==> src/rtl/rvx_pkg.sv <==
// ----------------------------------------------------------------------------
// RV32I executor package
// Operation codes, result kinds, opcodes and the ALU control type.
// ----------------------------------------------------------------------------
package rvx_pkg;

    localparam logic [1:0] OPER_EXEC  = 2'd0;
    localparam logic [1:0] OPER_WRITE = 2'd1;
    localparam logic [1:0] OPER_READ  = 2'd2;
    localparam logic [1:0] OPER_NOP   = 2'd3;

    localparam logic [2:0] KIND_RETIRED = 3'd0;
    localparam logic [2:0] KIND_HALTED  = 3'd1;
    localparam logic [2:0] KIND_ILLEGAL = 3'd2;
    localparam logic [2:0] KIND_IDLE    = 3'd3;
    localparam logic [2:0] KIND_WRITTEN = 3'd4;
    localparam logic [2:0] KIND_REGREAD = 3'd5;

    localparam logic [6:0] OPC_LUI    = 7'h37;
    localparam logic [6:0] OPC_AUIPC  = 7'h17;
    localparam logic [6:0] OPC_JAL    = 7'h6F;
    localparam logic [6:0] OPC_JALR   = 7'h67;
    localparam logic [6:0] OPC_BRANCH = 7'h63;
    localparam logic [6:0] OPC_LOAD   = 7'h03;
    localparam logic [6:0] OPC_STORE  = 7'h23;
    localparam logic [6:0] OPC_OPIMM  = 7'h13;
    localparam logic [6:0] OPC_OP     = 7'h33;
    localparam logic [6:0] OPC_FENCE  = 7'h0F;
    localparam logic [6:0] OPC_SYSTEM = 7'h73;

    localparam logic [6:0] F7_BASE = 7'h00;
    localparam logic [6:0] F7_ALT  = 7'h20;

    localparam logic [31:0] COUNT_MAX   = 32'hFFFF_FFFF;
    localparam logic [31:0] LIMIT_RESET = 32'd1000000;

    typedef struct packed {
        logic [2:0] f3;
        logic       alt;
    } alu_ctl_t;

endpackage

==> src/rtl/rvx_alu.sv <==
// ----------------------------------------------------------------------------
// RV32I executor ALU
// Integer operations of the register and immediate forms and branch compare.
// ----------------------------------------------------------------------------
module rvx_alu
    import rvx_pkg::*;
(
    input  logic [31:0] a,
    input  logic [31:0] b,
    input  alu_ctl_t    ctl,
    output logic [31:0] result,
    output logic        take
);

    logic [4:0] sh;

    assign sh = b[4:0];

    always_comb
    begin
        case (ctl.f3)
            3'd0: result = ctl.alt ? (a - b) : (a + b);
            3'd1: result = a << sh;
            3'd2: result = {31'd0, $signed(a) < $signed(b)};
            3'd3: result = {31'd0, a < b};
            3'd4: result = a ^ b;
            3'd5: result = ctl.alt ? 32'($signed(a) >>> sh) : (a >> sh);
            3'd6: result = a | b;
            default: result = a & b;
        endcase
    end

    always_comb
    begin
        case (ctl.f3)
            3'd0: take = (a == b);
            3'd1: take = (a != b);
            3'd4: take = $signed(a) < $signed(b);
            3'd5: take = !($signed(a) < $signed(b));
            3'd6: take = a < b;
            3'd7: take = !(a < b);
            default: take = 1'b0;
        endcase
    end

endmodule

==> config.mk <==
export PLATFORM = sky130hd
export DESIGN_NAME = rvx_alu
export DESIGN_NICKNAME = d
export VERILOG_FILES = /design/src/rtl/rvx_pkg.sv /design/src/rtl/rvx_alu.sv
export SDC_FILE = /design/constraint.sdc
export NUM_CORES = 1
export LEC_CHECK = 0
export BUFFER_PORTS_ARGS = -buffer_cell sky130_fd_sc_hd__buf_2
export CAP_MARGIN = 40
export CORE_MARGIN = 2
export CORE_UTILIZATION = 30
export DETAILED_ROUTE_END_ITERATION = 7
export MAX_ROUTING_LAYER = met4
export PLACE_DENSITY_LB_ADDON = 0.08
export SLEW_MARGIN = 20
export SYNTH_ARGS = -nofsm -noshare
export SYNTH_HDL_FRONTEND = slang
export SYNTH_SLANG_ARGS = --single-unit
==> constraint.sdc <==
create_clock -name vclk -period 5.6
set_input_delay 0.84 -clock vclk [all_inputs]
set_output_delay 0.84 -clock vclk [all_outputs]
set_load 0.05 [all_outputs]
== After elaboration in Yosys (flattened, before gate mapping) ==
Cells that the tools add are included.
Word-level totals
  output and inout bits: 33
  register bits: 0
  word-level logic and storage cells: 26
  input bits: 68
Cells by class
  reductions and logical operators: 3
  add/subtract/negate cells: 2
  magnitude comparators: 2
  bitwise gates (word level): 3
  eq/ne operators: 9
  shift-type cells: 3
  multiplexer cells: 4
Operators by type and width (number)
  $pmux 32 s7: 1
  $lt 32x32->1: 2
  $mux 32: 2
  $add 32x32->32: 1
  $and 32x32->32: 1
  $eq 32x32->1: 1
  $ne 32x32->1: 1
  $or 32x32->32: 1
  $shl 32x5->32: 1
  $shr 32x5->32: 1
  $sshr 32x5->32: 1
  $sub 32x32->32: 1
  $xor 32x32->32: 1
  $eq 3x3->1 const B: 4
  $eq 3x2->1 const B: 2
  $pmux 1 s6: 1
  $eq 3x1->1 const B: 1
  $logic_not 3->1: 1
  $logic_not 1->1: 2

== Logic depth before layout (Yosys ltp) ==
Gate-level depths: netlist of run 1.
  word-level depth: 3
  depth in mapped cells: 15

== Least setup slack after synthesis of run 1 ==
Ideal clock, no wire load.
  kind: input to output
  start: input b[2]
  end: output result[26]
  buffers on the path: 4
  cell stages on the path: 15
  path slack: 0.098 ns
  data arrival time: 4.662 ns
  path through: clkbuf_1 -> inv_2 -> buf_1 -> clkbuf_1 -> ha_1 -> buf_2 -> o21bai_1 -> o2111ai_1 -> a211oi_1 -> o21ai_1 -> a2111oi_0 -> o22ai_1 -> xor2_1 -> nand2_1 -> a21oi_1
On the way
  word-level cells in the longest chain between the ends: 3
  elaborated cells on any way between the ends: 8
  those cells by class: 2 x add/sub; 3 x shift; 3 x mux
RTL lines
  start: declaration: line rvx_alu.sv:9  | input logic [31:0] b,
  $add 32x32->32 (tied with other cells): line rvx_alu.sv:22  | 3'd0: result = ctl.alt ? (a - b) : (a + b);
  $mux 32, on equally long branches: line rvx_alu.sv:22, rvx_alu.sv:27
  $pmux 32 s7 (*): line rvx_alu.sv:21  | case (ctl.f3)
  end: declaration: line rvx_alu.sv:11  | output logic [31:0] result,
Every way passes the cells marked *; elsewhere a longest branch is shown, timed or not.

== Worst setup path in the final report of run 1 ==
  start: input a[0]
  end: output result[0]
On the way
  word-level cells in the longest chain between the ends: 3
  elaborated cells on any way between the ends: 13
  those cells by class: 2 x add/sub; 2 x order compare; 3 x shift; 3 x mux; 3 x bitwise
RTL lines
  start: declaration: line rvx_alu.sv:8  | input logic [31:0] a,
  $add 32x32->32 (tied with other cells): line rvx_alu.sv:22
  $mux 32, on equally long branches: line rvx_alu.sv:22, rvx_alu.sv:27
  $pmux 32 s7 (*): line rvx_alu.sv:21
Marked as above.

==> results of run 1 <==
[layout make-up]
cell class | count | area, um2 | share of cell area (%)
Timing Repair Buffer | 162 | 968 | 9.73
Inverter | 100 | 375 | 3.77
Multi-Input combinational cell | 1107 | 8120 | 81.6
Tap cell | 390 | 488 | 4.90
[synth_stat cells (all sizes together), types with 4 or more instances]
master and count:
a2111oi 6, a211o 6, a211oi 24, a21o 16, a21oi 175, a221oi 17, a222oi 4, a22o 4
a22oi 9, a31oi 26, a32oi 4, and3 10, buf 36, clkbuf 70, ha 97, inv 99
mux2 9, mux2i 35, mux4 55, nand2 80, nand2b 7, nand3 24, nand4 4, nor2 177
nor2b 12, nor3 37, nor4 11, o2111ai 7, o211ai 19, o21a 7, o21ai 88, o21bai 11
o221ai 8, o22ai 12, o311ai 5, o31ai 12, or2 5, or3 14, or4 6, xnor2 21
xor2 5
[stage by stage]
| stage | instances | hold WS [ps] | utilization [%] |
|---|---|---|---|
| floorplan | 1313 | 2140 | - |
| global placement | 1759 | 2350 | 33.8 |
| detailed placement | 1759 | 2360 | 33.8 |
| CTS | 1759 | 2360 | 33.8 |
| global route | 1759 | 2390 | 33.8 |
| finish | 1759 | 2350 | 33.8 |
[report_power, final]
| part | switching, mW | total, mW | internal [mW] |
|---|---|---|---|
| combinational | 0.823 | 1.23 | 0.409 |
| sequential | 0 | 0 | 0 |
| clock | 0 | 0 | 0 |
| total | 0.823 | 1.23 | 0.409 |
[kinds of logic (layout without fill, tap and decap cells)]
kind of cell / after synthesis / count (layout) / synth area share [%]
adder cells (fa/ha/maj): 99 / 99 / 14.1
AO/OA/AOI/OAI: 484 / 484 / 35.2
AND/OR/NAND/NOR: 399 / 399 / 20.2
multiplexers: 99 / 99 / 19.0
buffers and inverters: 206 / 262 / 8.98
XOR/XNOR: 26 / 26 / 2.55
[routing by layer]
metal | part of all wire, % | track usage [%]
met3 | 9.1 | 4.37
met4 | 2.6 | 6.54
met1 | 44 | 42.8
met5 | 0 | -
met2 | 44 | 46.1
[cell usage in the layout (no fill, tap or decap), drive strengths merged, types with 6 or more instances in the layout]
cell type / count
mux2i: 35
o211ai: 19
o22ai: 12
nand2: 80
nor2b: 12
o21bai: 11
nand2b: 7
buf: 162
and3: 10
a22oi: 9
nor3: 37
a21o: 16
nor2: 177
or4: 6
a2111oi: 6
xnor2: 21
mux2: 9
o2111ai: 7
a31oi: 26
inv: 99
o31ai: 12
o21a: 7
ha: 97
o221ai: 8
o21ai: 88
mux4: 55
nor4: 11
a221oi: 17
nand3: 24
a21oi: 175
a211oi: 24
a211o: 6
or3: 14
[worst max-delay path: cells and delay by family]
kind                     cells  cell delay (ps)
AO/OA/AOI/OAI                6             1550
adder cells (fa/ha/maj)      2              630
buffers and inverters        5              810
AND/OR/NAND/NOR              3              510
[path summary, 6_finish.rpt]
check | start | to | slack [ps] | depth (start not counted)
min | b[8] | result[8] | 2350 | 5
max | a[0] | result[0] | 440 | 16
==> results.cfg, run 1 <==
[outcome]
status = complete, no violations

[floorplanning]
rows = 63
io_pins = 101
dieHeight_um = 176
start_util_pct = 30.2
coreArea_um2 = 29500
die_area_um2 = 31100
fp.dieW_um = 176

[sta]
min_period_over_period_pct = 92.2
fmaxAchievable_mhz = 194
setup_tns_ps = 0
relSlewSlack_pct = 47.0
final-hold-violation-count = 0
rsz0062_at_grt = no
period_minus_slack_ps = 5160
setup_viol = 0
worst_pin_slew_ps = 793
slew_viol_final = 0
fin_ws_ps = 439

[global_route]
grt_pass1_wl_um = 69400
gr-usage-all-layers_pct = 30.4
grt_overflow_total = 0
grt_pass1_vias = 10314
grt_max_degree = 53
antenna_found_initial = 1

[critical_path]
path_cells = buf_2, inv_1, ha_1, fa_1, o21bai_1, o2111ai_1, a211oi_1, buf_4, nor2_1, a221o_1, o211ai_1, a221oi_1, buf_4, nor3b_1, nor2_1, buf_2
worstPathMaxFanout = 5
cp_slowest_cell = fa_1
criticalPathCategory = in -> out
end_kind = primary output
cp-start-kind = input port
cp.arrival_ps = 4320
max_stage_delay_ps = 400
worstPathRequired_ps = 4760

[finish]
fillers = 3343
clkbuf_count = 0
final_nets = 1538
area_growth_pct = 11.6
antenna_cells = 0
ff_latch_area_um2 = 0
seq_cells = 0
finish.instance_area_um2 = 9950
drive_gt1_share_pct = 18.3

[logic_synthesis]
syn_avg_cell_area_um2 = 6.79
syn_area_um2 = 8920
yosysWarnings = 0
synth_area_leader_cell = mux4_2
syn-num-nets = 1480
yosys.cell_types.count = 76
synth_area_leaders = mux4_2, ha_1, a21oi_1
synth_top_area_share_pct = 13.9
syn_inst = 1313
seq_area_frac_synth_pct = 0

[drt]
routed_wl_um = 47200
drtIter0Drc = 1486
drc = 0
dr.pass1.iters = 6
ant_nets = 0
vias = 11094
wl_per_cell_um = 26.8
avgViaCountPerCell = 6.31

[placed_design]
dpl_worst_slack_ps = 520
dpl_cell_area_um2 = 9950
portBuffers = 101
place_congestion = 0.989
hpwl_um = 37600

[clock_network]
cts_hold_buf = 0
cts.repair.resized = 0
cts_setup_buffers = 0

[power_and_ir_drop]
total_power_mw = 1.23
power_leakage_nw = 4.28
vdd_drop_max_mv = 0.0595
power_density_nw_per_um2 = 124

[run]
maxCapViolations = 0

[min_path]
hp-class = in -> out
Note: power is estimated with default switching activity, not from simulation.
==> run 2: changes to the inputs <==
--- a/config.mk
+++ b/config.mk
@@ -12,6 +12,7 @@
 export DETAILED_ROUTE_END_ITERATION = 7
 export MAX_ROUTING_LAYER = met4
 export PLACE_DENSITY_LB_ADDON = 0.08
+export RECOVER_POWER = 100
 export SLEW_MARGIN = 20
 export SYNTH_ARGS = -nofsm -noshare
 export SYNTH_HDL_FRONTEND = slang
==> run 2 against run 1 <==
Against the previous run: non-clock buffer count did not move; cell count did not move; critical endpoint is now result[27]; sequential share of layout area did not move; power fell by 0.37%; largest power group unchanged; setup slack got worse by 110 ps; die area did not move; highest routed layer unchanged; global-route usage did not move; wire length rose by 0.18%; combinational power barely moved.
==> results.cfg, run 2 (same netlist as run 1, synthesis figures left out) <==
[run]
maxCapViolations = 0

[floorplanning]
die_area_um2 = 31100
fp.dieW_um = 176
coreArea_um2 = 29500
rows = 63
dieHeight_um = 176
io_pins = 101
start_util_pct = 30.2

[power_and_ir_drop]
sequentialPowerShare_pct = 0
switching_share_pct = 67.1
switchingPower_uw = 824
intPower_uw = 404
vdd_drop_max_mv = 0.0576
power_leakage_nw = 4.23
power_density_nw_per_um2 = 124
p_comb_share_pct = 100.0
power.share.clock_pct = 0

[sta]
setup_viol = 0
period_minus_slack_ps = 5270
fin_ws_ps = 331
min_period_over_period_pct = 94.1
slew_viol_final = 0
fmaxAchievable_mhz = 190
setup_tns_ps = 0
rsz0062_at_grt = no
relSlewSlack_pct = 45.7
worst_pin_slew_ps = 809
final-hold-violation-count = 0

[outcome]
status = complete, no violations

[clock_network]
cts_setup_buffers = 0
cts.repair.resized = 0
cts_hold_buf = 0

[critical_path]
cp.arrival_ps = 4430
cp-start-kind = input port
worstPathMaxFanout = 10
end_kind = primary output
worstPathRequired_ps = 4760
criticalPathCategory = in -> out

[placed_design]
portBuffers = 101
dpl_worst_slack_ps = 520
place_congestion = 0.989
hpwl_um = 37600
placed_cells = 1759

[global_route]
grt_max_degree = 53
grt_pass1_vias = 10314
grt_overflow_total = 0
gr-usage-all-layers_pct = 30.4
grt_pass1_wl_um = 69400
antenna_found_initial = 1

[finish]
drive_gt1_share_pct = 17.0
stdcell_count = 1759
layout_commonest_cell = nor2_1
final_nets = 1538
antenna_cells = 0
layout_common_cells = nor2_1, a21oi_1, ha_1, inv_1
ff_latch_area_um2 = 0
area_growth_pct = 11.2
seq_cells = 0
clkbuf_count = 0

[min_path]
hp-class = in -> out

[drt]
routed_wl_um = 47300
drtIter0Drc = 1478
dr.pass1.iters = 5
drc = 0
ant_nets = 0
wl_per_cell_um = 26.9
avgViaCountPerCell = 6.30
vias = 11087
## run 2: cell count changes in the layout (fill, tap and decap cells not counted)
cell and change:
mux2_2 -1, buf_4 -2, a31oi_2 -1, o311ai_1 +1, a31oi_1 +1, mux2_1 +1, buf_2 -23, clkbuf_2 +11
o311ai_2 -1, clkbuf_1 +14
## run 2: worst max-delay path, cell delays in order
cell and delay [ps]:
buf_2 190, inv_1 100, ha_1 440, inv_2 110
or4_1 610, a31o_1 250, a31oi_1 490, o21ai_1 260
nand2_1 200, a21oi_1 100, or4_1 420, nand3_1 110
clkbuf_2 280
## run 2: metal layers
layer / vias to the layer above / GRT usage [%] / part of all wire (%)
met5: - / - / 0
met4: 0 / 6.54 / 2.6
met3: 60 / 4.37 / 8.4
met2: 544 / 46.1 / 44
met1: 5484 / 42.8 / 45
li1: 4999 / - / -
## run 2: power groups by stage
stage	Sequential, mW	Combinational [mW]	Clock, mW
finish	0	1.23	0
CTS	0	1.21	0
detailed placement	0	1.20	0
global placement	0	1.22	0
global route	0	1.30	0
floorplan	0	0.796	0
## run 2: area by class of cell
class                           count  area, um2
Tap cell                          390        488
Timing Repair Buffer              162        946
Multi-Input combinational cell   1107       8110
Fill cell                        3350      19600
Inverter                          100        375
## run 2: final timing paths
check,from,to,slack [ps],cells after the start
setup / recovery,a[4],result[27],330,13
hold / removal,b[8],result[8],2360,5
## run 2: metrics by stage
step	total power, mW	instance area [um2]	util, %	hold slack [ps]
finish	1.23	9920	33.6	2360
global route	1.30	9920	33.6	2390
CTS	1.21	9950	33.8	2360
detailed placement	1.20	9950	33.8	2360
global placement	1.22	9950	33.8	2350
floorplan	0.796	8920	-	2140
